<file path="src/hssc_pkg.sv">
// Package for the half-step stepper controller.
// Field widths, mode codes, coil pattern and speed tables; no dependencies.
package hssc_pkg;

    localparam int unsigned MODE_W  = 2;
    localparam int unsigned DEG_W   = 20;
    localparam int unsigned LVL_W   = 8;
    localparam int unsigned COILS_W = 4;
    localparam int unsigned STEPS_W = 24;
    localparam int unsigned PHASE_W = 3;
    localparam int unsigned SPEED_W = 3;

    localparam int unsigned STEPS_PER_REV_DEF = 4096;
    localparam int unsigned TICK_HZ_DEF       = 1000000;

    localparam int unsigned SPEED_LEVELS = 5;
    localparam int unsigned DEG_DIV      = 360;
    localparam int unsigned PRE_SHIFT    = 3;
    localparam int unsigned DIV_ODD      = DEG_DIV >> PRE_SHIFT;

    localparam logic [STEPS_W-1:0] STEP_MAX = '1;

    typedef enum logic [MODE_W-1:0] {
        MODE_TICK  = 2'd0,
        MODE_START = 2'd1,
        MODE_STOP  = 2'd2
    } t_mode;

    localparam int unsigned SPEED_HZ [SPEED_LEVELS] = '{900, 950, 1500, 1800, 2100};

    localparam logic [COILS_W-1:0] COIL_PATTERN [2**PHASE_W] = '{
        4'h1, 4'h3, 4'h2, 4'h6, 4'h4, 4'hC, 4'h8, 4'h9
    };

endpackage

</file>
<file path="src/hssc_if.sv">
// Valid/ready channels for requests and results of the stepper controller.
// Depends on hssc_pkg for field widths.
interface hssc_req_if;
    logic                            valid;
    logic                            ready;
    logic [hssc_pkg::MODE_W-1:0]     mode;
    logic [hssc_pkg::DEG_W-1:0]      degrees;
    logic                            dir_ccw;
    logic [hssc_pkg::LVL_W-1:0]      speed_level;

    modport source (output valid, mode, degrees, dir_ccw, speed_level, input ready);
    modport sink   (input valid, mode, degrees, dir_ccw, speed_level, output ready);
endinterface

interface hssc_res_if;
    logic                            valid;
    logic                            ready;
    logic [hssc_pkg::COILS_W-1:0]    coils;
    logic                            step_taken;
    logic                            busy_res;
    logic [hssc_pkg::STEPS_W-1:0]    steps_remaining;

    modport source (output valid, coils, step_taken, busy_res, steps_remaining, input ready);
    modport sink   (input valid, coils, step_taken, busy_res, steps_remaining, output ready);
endinterface

</file>
<file path="src/half_step_stepper_controller.sv">
// Half-step stepper controller: 8-phase drive with step timer and degree conversion.
// A request is registered in the input stage and then in the result stage.
// One request per cycle unless results stall; the degree product is formed on acceptance.
// Reset: synchronous active-low i_rst_n empties both stages and returns the motor
// state to idle, clockwise, speed level 1, phase 0, no steps, coils off.
// Depends on hssc_pkg and hssc_if.
module half_step_stepper_controller #(
    parameter int unsigned STEPS_PER_REV = hssc_pkg::STEPS_PER_REV_DEF,
    parameter int unsigned TICK_HZ       = hssc_pkg::TICK_HZ_DEF
) (
    input  logic       i_clk,
    input  logic       i_rst_n,
    hssc_req_if.sink   i_req,
    hssc_res_if.source o_res
);

    localparam int unsigned SPR_W    = $clog2(STEPS_PER_REV + 1);
    localparam int unsigned PROD_W   = hssc_pkg::DEG_W + SPR_W;
    localparam int unsigned CMP_W    = (PROD_W > 34) ? PROD_W : 34;
    localparam int unsigned ODD_W    = $clog2(hssc_pkg::DIV_ODD);
    localparam int unsigned QX_W     = hssc_pkg::STEPS_W + ODD_W;
    localparam int unsigned RECIP_SH = QX_W + ODD_W;
    localparam int unsigned RECIP_W  = RECIP_SH - ODD_W + 1;
    localparam int unsigned MUL_W    = QX_W + RECIP_W;
    localparam longint unsigned RECIP_L =
        ((64'd1 << RECIP_SH) + 64'(hssc_pkg::DIV_ODD) - 64'd1) / 64'(hssc_pkg::DIV_ODD);
    localparam longint unsigned SAT_L = 64'(hssc_pkg::DEG_DIV) << hssc_pkg::STEPS_W;
    localparam logic [RECIP_W-1:0] RECIP     = RECIP_W'(RECIP_L);
    localparam logic [CMP_W-1:0]   SAT_LIMIT = CMP_W'(SAT_L);

    localparam int unsigned PER_W = $clog2(TICK_HZ / hssc_pkg::SPEED_HZ[0] + 1);
    localparam logic [PER_W-1:0] PERIOD [hssc_pkg::SPEED_LEVELS] = '{
        PER_W'(TICK_HZ / hssc_pkg::SPEED_HZ[0]),
        PER_W'(TICK_HZ / hssc_pkg::SPEED_HZ[1]),
        PER_W'(TICK_HZ / hssc_pkg::SPEED_HZ[2]),
        PER_W'(TICK_HZ / hssc_pkg::SPEED_HZ[3]),
        PER_W'(TICK_HZ / hssc_pkg::SPEED_HZ[4])
    };
    localparam logic [hssc_pkg::SPEED_W-1:0] SPEED_TOP =
        hssc_pkg::SPEED_W'(hssc_pkg::SPEED_LEVELS - 1);

    // input stage
    logic                          r_in_valid;
    logic [hssc_pkg::MODE_W-1:0]   r_mode;
    logic                          r_dir_in;
    logic [hssc_pkg::LVL_W-1:0]    r_lvl;
    logic [PROD_W-1:0]             r_prod;

    // motor state
    logic                          r_busy,    n_busy;
    logic                          r_dir,     n_dir;
    logic [hssc_pkg::SPEED_W-1:0]  r_speed,   n_speed;
    logic [hssc_pkg::PHASE_W-1:0]  r_phase,   n_phase;
    logic [hssc_pkg::STEPS_W-1:0]  r_steps,   n_steps;
    logic [PER_W-1:0]              r_cnt,     n_cnt;
    logic                          r_driven,  n_driven;
    logic                          n_stepped;

    // result stage
    logic                          r_out_valid;
    logic [hssc_pkg::COILS_W-1:0]  r_coils;
    logic                          r_step_taken;
    logic                          r_busy_res;
    logic [hssc_pkg::STEPS_W-1:0]  r_steps_res;

    logic                          w_adv;
    logic [CMP_W-1:0]              w_prod_ext;
    logic [QX_W-1:0]               w_x;
    logic [MUL_W-1:0]              w_mul;
    logic [hssc_pkg::STEPS_W-1:0]  w_conv;
    logic [hssc_pkg::SPEED_W-1:0]  w_speed_idx;
    logic [PER_W-1:0]              w_cnt_inc;

    assign w_adv       = r_in_valid && (!r_out_valid || o_res.ready);
    assign i_req.ready = !r_in_valid || w_adv;

    // degrees * STEPS_PER_REV / 360 via divide by 8 then reciprocal of 45
    assign w_prod_ext = CMP_W'(r_prod);
    assign w_x        = QX_W'(w_prod_ext >> hssc_pkg::PRE_SHIFT);
    assign w_mul      = MUL_W'(w_x) * MUL_W'(RECIP);
    assign w_conv     = (w_prod_ext >= SAT_LIMIT) ? hssc_pkg::STEP_MAX
                                                  : w_mul[RECIP_SH +: hssc_pkg::STEPS_W];

    always_comb begin
        if (r_lvl == '0) begin
            w_speed_idx = '0;
        end else if (r_lvl > hssc_pkg::LVL_W'(hssc_pkg::SPEED_LEVELS)) begin
            w_speed_idx = SPEED_TOP;
        end else begin
            w_speed_idx = hssc_pkg::SPEED_W'(r_lvl - hssc_pkg::LVL_W'(1));
        end
    end

    assign w_cnt_inc = r_cnt + PER_W'(1);

    always_comb begin
        n_busy    = r_busy;
        n_dir     = r_dir;
        n_speed   = r_speed;
        n_phase   = r_phase;
        n_steps   = r_steps;
        n_cnt     = r_cnt;
        n_driven  = r_driven;
        n_stepped = 1'b0;
        unique case (hssc_pkg::t_mode'(r_mode))
            hssc_pkg::MODE_TICK: begin
                if (r_busy) begin
                    if (r_steps == '0) begin
                        n_busy = 1'b0;
                    end else if (w_cnt_inc >= PERIOD[r_speed]) begin
                        n_cnt     = '0;
                        n_phase   = r_dir ? r_phase - hssc_pkg::PHASE_W'(1)
                                          : r_phase + hssc_pkg::PHASE_W'(1);
                        n_driven  = 1'b1;
                        n_steps   = r_steps - hssc_pkg::STEPS_W'(1);
                        n_stepped = 1'b1;
                    end else begin
                        n_cnt = w_cnt_inc;
                    end
                end
            end
            hssc_pkg::MODE_START: begin
                if (!r_busy) begin
                    n_dir   = r_dir_in;
                    n_speed = w_speed_idx;
                    n_steps = w_conv;
                    n_busy  = 1'b1;
                    n_cnt   = '0;
                end
            end
            hssc_pkg::MODE_STOP: begin
                n_steps = '0;
            end
            default: begin
            end
        endcase
    end

    always_ff @(posedge i_clk) begin
        if (!i_rst_n) begin
            r_in_valid  <= 1'b0;
            r_out_valid <= 1'b0;
            r_busy      <= 1'b0;
            r_dir       <= 1'b0;
            r_speed     <= '0;
            r_phase     <= '0;
            r_steps     <= '0;
            r_cnt       <= '0;
            r_driven    <= 1'b0;
        end else begin
            if (i_req.ready) begin
                r_in_valid <= i_req.valid;
            end
            if (w_adv) begin
                r_out_valid <= 1'b1;
                r_busy      <= n_busy;
                r_dir       <= n_dir;
                r_speed     <= n_speed;
                r_phase     <= n_phase;
                r_steps     <= n_steps;
                r_cnt       <= n_cnt;
                r_driven    <= n_driven;
            end else if (o_res.ready) begin
                r_out_valid <= 1'b0;
            end
        end
    end

    always_ff @(posedge i_clk) begin
        if (i_req.valid && i_req.ready) begin
            r_mode   <= i_req.mode;
            r_dir_in <= i_req.dir_ccw;
            r_lvl    <= i_req.speed_level;
            r_prod   <= PROD_W'(i_req.degrees) * PROD_W'(STEPS_PER_REV);
        end
        if (w_adv) begin
            r_coils      <= n_driven ? hssc_pkg::COIL_PATTERN[n_phase] : '0;
            r_step_taken <= n_stepped;
            r_busy_res   <= n_busy;
            r_steps_res  <= n_steps;
        end
    end

    assign o_res.valid           = r_out_valid;
    assign o_res.coils           = r_coils;
    assign o_res.step_taken      = r_step_taken;
    assign o_res.busy_res        = r_busy_res;
    assign o_res.steps_remaining = r_steps_res;

endmodule

</file>
<file path="src/flat_wrapper.sv">
// flat-port wrapper written by rule: the top's interface ports become plain ports
module half_step_stepper_controller_flat 
#(
    parameter int unsigned STEPS_PER_REV = hssc_pkg::STEPS_PER_REV_DEF,
    parameter int unsigned TICK_HZ       = hssc_pkg::TICK_HZ_DEF
)
  (i_clk, i_rst_n, i_req_valid, i_req_mode, i_req_degrees, i_req_dir_ccw, i_req_speed_level, i_req_ready, o_res_valid, o_res_coils, o_res_step_taken, o_res_busy_res, o_res_steps_remaining, o_res_ready);
  hssc_req_if i_req_i ();
  hssc_res_if o_res_i ();
  input  logic i_clk;
  input  logic i_rst_n;
  input wire logic [$bits(i_req_i.valid)-1:0] i_req_valid;
  input wire logic [$bits(i_req_i.mode)-1:0] i_req_mode;
  input wire logic [$bits(i_req_i.degrees)-1:0] i_req_degrees;
  input wire logic [$bits(i_req_i.dir_ccw)-1:0] i_req_dir_ccw;
  input wire logic [$bits(i_req_i.speed_level)-1:0] i_req_speed_level;
  output wire logic [$bits(i_req_i.ready)-1:0] i_req_ready;
  output wire logic [$bits(o_res_i.valid)-1:0] o_res_valid;
  output wire logic [$bits(o_res_i.coils)-1:0] o_res_coils;
  output wire logic [$bits(o_res_i.step_taken)-1:0] o_res_step_taken;
  output wire logic [$bits(o_res_i.busy_res)-1:0] o_res_busy_res;
  output wire logic [$bits(o_res_i.steps_remaining)-1:0] o_res_steps_remaining;
  input wire logic [$bits(o_res_i.ready)-1:0] o_res_ready;
  assign i_req_i.valid = i_req_valid;
  assign i_req_i.mode = i_req_mode;
  assign i_req_i.degrees = i_req_degrees;
  assign i_req_i.dir_ccw = i_req_dir_ccw;
  assign i_req_i.speed_level = i_req_speed_level;
  assign i_req_ready = i_req_i.ready;
  assign o_res_valid = o_res_i.valid;
  assign o_res_coils = o_res_i.coils;
  assign o_res_step_taken = o_res_i.step_taken;
  assign o_res_busy_res = o_res_i.busy_res;
  assign o_res_steps_remaining = o_res_i.steps_remaining;
  assign o_res_i.ready = o_res_ready;
  half_step_stepper_controller #(.STEPS_PER_REV(STEPS_PER_REV), .TICK_HZ(TICK_HZ)) u_core (.i_clk(i_clk), .i_rst_n(i_rst_n), .i_req(i_req_i), .o_res(o_res_i));
endmodule
</file>
<file path="config.mk">
export PLATFORM = sky130hd
export DESIGN_NAME = half_step_stepper_controller_flat
export DESIGN_NICKNAME = d
export VERILOG_FILES = /design/src/hssc_pkg.sv /design/src/hssc_if.sv /design/src/half_step_stepper_controller.sv /design/src/flat_wrapper.sv
export SDC_FILE = /design/constraint.sdc
export NUM_CORES = 1
export LEC_CHECK = 0
export ABC_AREA = 1
export CORE_MARGIN = 1
export CORE_UTILIZATION = 50
export CTS_CLUSTER_SIZE = 20
export DETAILED_ROUTE_END_ITERATION = 8
export DONT_BUFFER_PORTS = 1
export PLACE_DENSITY = 0.67
export RECOVER_POWER = 25
export SYNTH_ARGS = -nofsm -noshare
export SYNTH_HDL_FRONTEND = slang
export SYNTH_SLANG_ARGS = --single-unit
</file>
<file path="constraint.sdc">
create_clock -name i_clk -period 7.2 [get_ports i_clk]
set_clock_uncertainty 0.15 [all_clocks]
set_input_delay 0.72 -clock i_clk [delete_from_list [all_inputs] [get_ports i_clk]]
set_output_delay 0.72 -clock i_clk [all_outputs]
set_load 0.03 [all_outputs]
</file>
==> results.toml, run 1 <==
[cts]
clk_latency_ns = 0.39
root_buffer = "clkbuf_16"
tritoncts = "yes"
clock_path_buffers = 2
cts_resized = 0
cts_htree_levels = 3
cts-hold-fix-buffers = 0
cts_buffers = 9
clock_sinks = 107
post_cts_buffers = 0
cts.clk_slew.worst_paths_ns = 0.09

[floorplanning]
rows = 64
die_area_mm2 = 0.0321
io_pins = 67
fp.dieH_um = 179
initial_core_util_pct = 51.1
die_x_um = 179
coreArea_mm2 = 0.0307

[final_layout]
fillCellCount = 2970
area_growth_pct = 4.69
fin_area_mm2 = 0.0164
num_antenna_cells = 0
nNetsFinal = 2520
drive_gt1_share_pct = 3.14
finish.utilization_pct = 53.5
final_cell_mix = "inv_1, nand2_1, ha_1"
final_common_cell = "inv_1"

[logic_synthesis]
synthCells = 2099
yosysSeqAreaShare_pct = 17.5
synth_edf_count = 61
synth_top_area_share_pct = 19.8
avgSynthCellArea_um2 = 7.48
synthArstFlopShare_pct = 0
yosys_most_used_dff = "edfxtp_1"
synth_top_area_cell = "fa_1"
synthTopCellsByArea = "fa_1, ha_1, inv_1"
synth_cell_type_count = 48
synth_nets = 2525
synth_seq_cells = 107
synth_area_mm2 = 0.0157
yosysWarningCount = 0

[placement]
hpwl_mm = 37.1
placement.io_buffers = 0
dpl_cell_area_mm2 = 0.0161
gp_congestion = 1.01

[timing]
report.final.slew_viol_count = 0
finalSetupTns_ns = 0
hold_violations = 0
rsz0062_at_grt = "false"
finalCriticalPeriod_ns = 6.61
fin_crit_sh_pct = 91.8
tightest_slew_ns = 0.907
slew_headroom_pct = 39.4
fmax_mhz = 151
setup_viol = 0

[global_routing]
grt_pass1_wl_mm = 70.1
grt_pass1_vias = 13200
grt-ovfl-total = 0
antenna_found_initial = 0
grt_use_total_pct = 29.1
grt_max_degree = 69

[setup_path]
crit_buf_inv = 7
cp_slowest_stage_delay_ns = 0.57
crit_family = "adder cells"
slowest_stage = "fa_1"
worst-path-max-fanout = 5
cp-end-kind = "flop"
worstSetupPathType = "reg2reg"
reg2regPathDepth = 25
start_kind = "flop"
ff2ff_setup_slack_ns = 0.59
r2r_start = "u_core.r_prod[29]"
crit_required_ns = 7.19
arrival_ns = 6.60
crit_path_frequent_cell = "inv_1"
reg2reg_to = "u_core.o_res.steps_remaining[3]"

[routing]
drtPass1Iterations = 9
vias_per_cell = 5.17
drc = 2
wirelength_mm = 43.5
antenna_left = 0
drtIter0Drc = 833
vias = 12900
wl_per_cell_um = 17.4

[run]
maxCapViolations = 0

[run_status]
outcome = "complete, but fails checks"
violations = "design-rule violations"

[worst_hold_path]
min_from = "i_req_degrees[19]"
hold_end = "u_core.r_prod[31]"
holdPathStages = 0
hold_class = "in2reg"
layer usage:
| layer | track usage (%) | vias to the layer above | wire [µm] |
|---|---|---|---|
| met5 | 0 | - | 0 |
| met4 | 12.9 | 0 | 1730 |
| met3 | 3.75 | 79 | 1710 |
| met2 | 50.6 | 342 | 21200 |
| met1 | 35.8 | 6036 | 18900 |
| li1 | - | 6453 | - |
synth_stat cells (4+ instances only):
library cell / count
nor2_2: 10
o21ai_0: 36
o21ai_1: 6
ha_1: 236
clkbuf_1: 15
nor2_1: 157
fa_1: 155
nor3_1: 14
buf_2: 4
nand4_1: 37
a21oi_1: 85
inv_2: 4
and2_1: 4
nand3_1: 110
inv_1: 522
dfxtp_1: 46
nor2_4: 4
o21bai_1: 14
nand3b_1: 8
edfxtp_1: 61
xor2_1: 14
nand2_1: 511
nand2_2: 4
per-stage QoR:
step	hold WS [ns]	cells	setup slack, ns
5_1_grt	0.251	2495	0.308
3_3_place_gp	0.317	2479	0.623
3_5_place_dp	0.318	2479	0.624
2_1_floorplan	0.297	2099	1.51
6_report	0.269	2495	0.591
4_1_cts	0.250	2495	0.565
cells by family (layout without fill, tap and decap cells):
group                    after synthesis  count (layout)  synth area share, %
flip-flops                           107             107                 17.5
XOR/XNOR                              19              19                 1.23
AO/OA/AOI/OAI                        151             151                 5.26
adder cells (fa/ha/maj)              391             391                 38.6
AND/OR/NAND/NOR                      879             879                 24.1
buffers and inverters                552             552                 13.4
layout make-up:
class	count	area (µm²)	area share, %
multi-input combinational	1440	10900	66.0
tap	396	495	3.01
inverter	530	1990	12.1
sequential	107	2750	16.7
clock inverter	7	77.6	0.472
clock buffer	9	225	1.37
timing repair buffer	6	45.0	0.274
state kept, by name (all words and copies together), names as in the netlist, 2 cells and up:
| register | flops |
|---|---|
| u_core.o_res.steps_remaining | 24 |
| u_core.r_steps | 24 |
| u_core.r_prod | 20 |
| u_core.r_cnt | 11 |
| u_core.r_lvl | 8 |
| u_core.o_res.coils | 4 |
| u_core.r_phase | 3 |
| u_core.r_speed | 3 |
| u_core.r_mode | 2 |
worst max-delay path by stage:
stage | startpoint | endpoint | cells past startpoint | slack, ns
after floorplan | u_core.r_prod[29] | u_core.o_res.steps_remaining[1] | 25 | 1.51
after global placement | u_core.r_prod[29] | u_core.o_res.steps_remaining[3] | 25 | 0.62
after CTS | u_core.r_prod[29] | u_core.o_res.steps_remaining[3] | 25 | 0.57
after global routing | u_core.r_prod[29] | u_core.o_res.steps_remaining[3] | 25 | 0.31
after detailed placement | u_core.r_prod[29] | u_core.o_res.steps_remaining[3] | 25 | 0.62
final | u_core.r_prod[29] | u_core.o_res.steps_remaining[3] | 25 | 0.59
Power of run 1 is not shown: default switching activity piles up to over one toggle a cycle in this logic, so the estimate is an artifact.
==> inputs of run 2 (changes only) <==
clock period = 7.9 ns   (was 7.2 ns; I/O delays follow)
==> run 2 against run 1 <==
Compared with the run above:
- the run still ends with design-rule violations left
- critical path depth did not move
- flip-flop and latch count unchanged
- via count shrank 0.52%
- critical endpoint unchanged
- non-clock buffer count down 1
- hold slack gained 0.057 ns
- die area stayed put
- global-route usage rose by 0.050 points
==> results.toml, run 2 (same netlist as run 1, synthesis figures left out) <==
[setup_path]
worstSetupPathType = "reg2reg"
worst-path-max-fanout = 5
cp-end-kind = "flop"
arrival_ns = 6.56
start_kind = "flop"
crit_required_ns = 7.89

[routing]
vias_per_cell = 5.15
vias = 12800
drtPass1Iterations = 7
wl_per_cell_um = 17.3
drtIter0Drc = 828
drc = 2
antenna_left = 0
wirelength_mm = 43.2

[floorplanning]
rows = 64
fp.dieH_um = 179
die_area_mm2 = 0.0321
io_pins = 67
coreArea_mm2 = 0.0307
die_x_um = 179
initial_core_util_pct = 51.1

[timing]
finalCriticalPeriod_ns = 6.57
setup_viol = 0
slew_headroom_pct = 42.1
rsz0062_at_grt = "false"
tightest_slew_ns = 0.866
report.final.slew_viol_count = 0
hold_violations = 0
fin_crit_sh_pct = 83.1
fmax_mhz = 152
finalSetupTns_ns = 0

[cts]
clk_latency_ns = 0.40
clock_path_buffers = 2
cts_resized = 0
post_cts_buffers = 0
cts_htree_levels = 3
cts.clk_slew.worst_paths_ns = 0.10
tritoncts = "yes"
cts_buffers = 9
cts-hold-fix-buffers = 0
clock_sinks = 107
root_buffer = "clkbuf_16"

[final_layout]
area_growth_pct = 4.49
num_antenna_cells = 0
final_common_cell = "inv_1"
drive_gt1_share_pct = 3.05
nNetsFinal = 2519
final_cell_mix = "inv_1, nand2_1, ha_1"

[run_status]
outcome = "complete, but fails checks"
violations = "design-rule violations"

[worst_hold_path]
hold_class = "in2reg"

[global_routing]
grt_max_degree = 69
grt-ovfl-total = 0
grt_pass1_wl_mm = 70.4
grt_use_total_pct = 29.2
grt_pass1_vias = 13400
antenna_found_initial = 1

[placement]
gp_congestion = 1.00
placement.io_buffers = 0
hpwl_mm = 36.7

[run]
maxCapViolations = 0
## run 2: final timing paths
kind	slack, ns	from	to	cells after the start
hold / removal	0.33	i_req_degrees[4]	u_core.r_prod[16]	0
setup reg to reg	1.33	u_core.r_prod[29]	u_core.o_res.steps_remaining[3]	25
setup / recovery	1.33	u_core.r_prod[29]	u_core.o_res.steps_remaining[3]	25
hold reg to reg	0.33	u_core.r_cnt[10]	u_core.r_cnt[10]	2
## run 2: worst max-delay path, stage by stage, from the launching register on
cell	delay, ns
edfxtp_1	0.52
fa_1	0.58
inv_1	0.05
fa_1	0.50
inv_1	0.06
fa_1	0.55
inv_1	0.07
fa_1	0.50
inv_1	0.07
fa_1	0.52
fa_1	0.53
ha_1	0.31
ha_1	0.32
nand2_1	0.10
nor2_1	0.27
inv_1	0.09
nor2_1	0.32
nand3_1	0.12
inv_1	0.10
nand2_1	0.07
nand2_1	0.07
nand2_1	0.04
nand3_1	0.12
nand3_1	0.09
o21ai_1	0.12
inv_1	0.08
## run 2: metrics by stage
step	util, %	instances	area [µm²]	worst slack [ns]	hold slack, ns
6_report	53.4	2494	16400	1.33	0.326
2_1_floorplan	-	2099	15700	2.21	0.297
3_3_place_gp	52.5	2478	16100	1.36	0.316
5_1_grt	53.4	2494	16400	1.01	0.317
4_1_cts	53.4	2494	16400	1.29	0.314
3_5_place_dp	52.5	2478	16100	1.32	0.325
## run 2: area by class of cell
| type | instances | area [µm²] |
|---|---|---|
| sequential | 107 | 2750 |
| timing repair buffer | 5 | 37.5 |
| clock buffer | 9 | 225 |
| inverter | 530 | 1990 |
| fill | 3032 | 14300 |
| clock inverter | 7 | 66.3 |
| tap | 396 | 495 |
| multi-input combinational | 1440 | 10800 |
## run 2: metal layers
metal | up-vias | global-route usage, % | wire [µm]
li1 | 6449 | - | -
met1 | 5975 | 36.2 | 18500
met2 | 339 | 49.5 | 20600
met3 | 80 | 4.62 | 2040
met4 | 0 | 13.3 | 2080
met5 | - | 0 | 0
Power of run 2 is left out for the same reason.
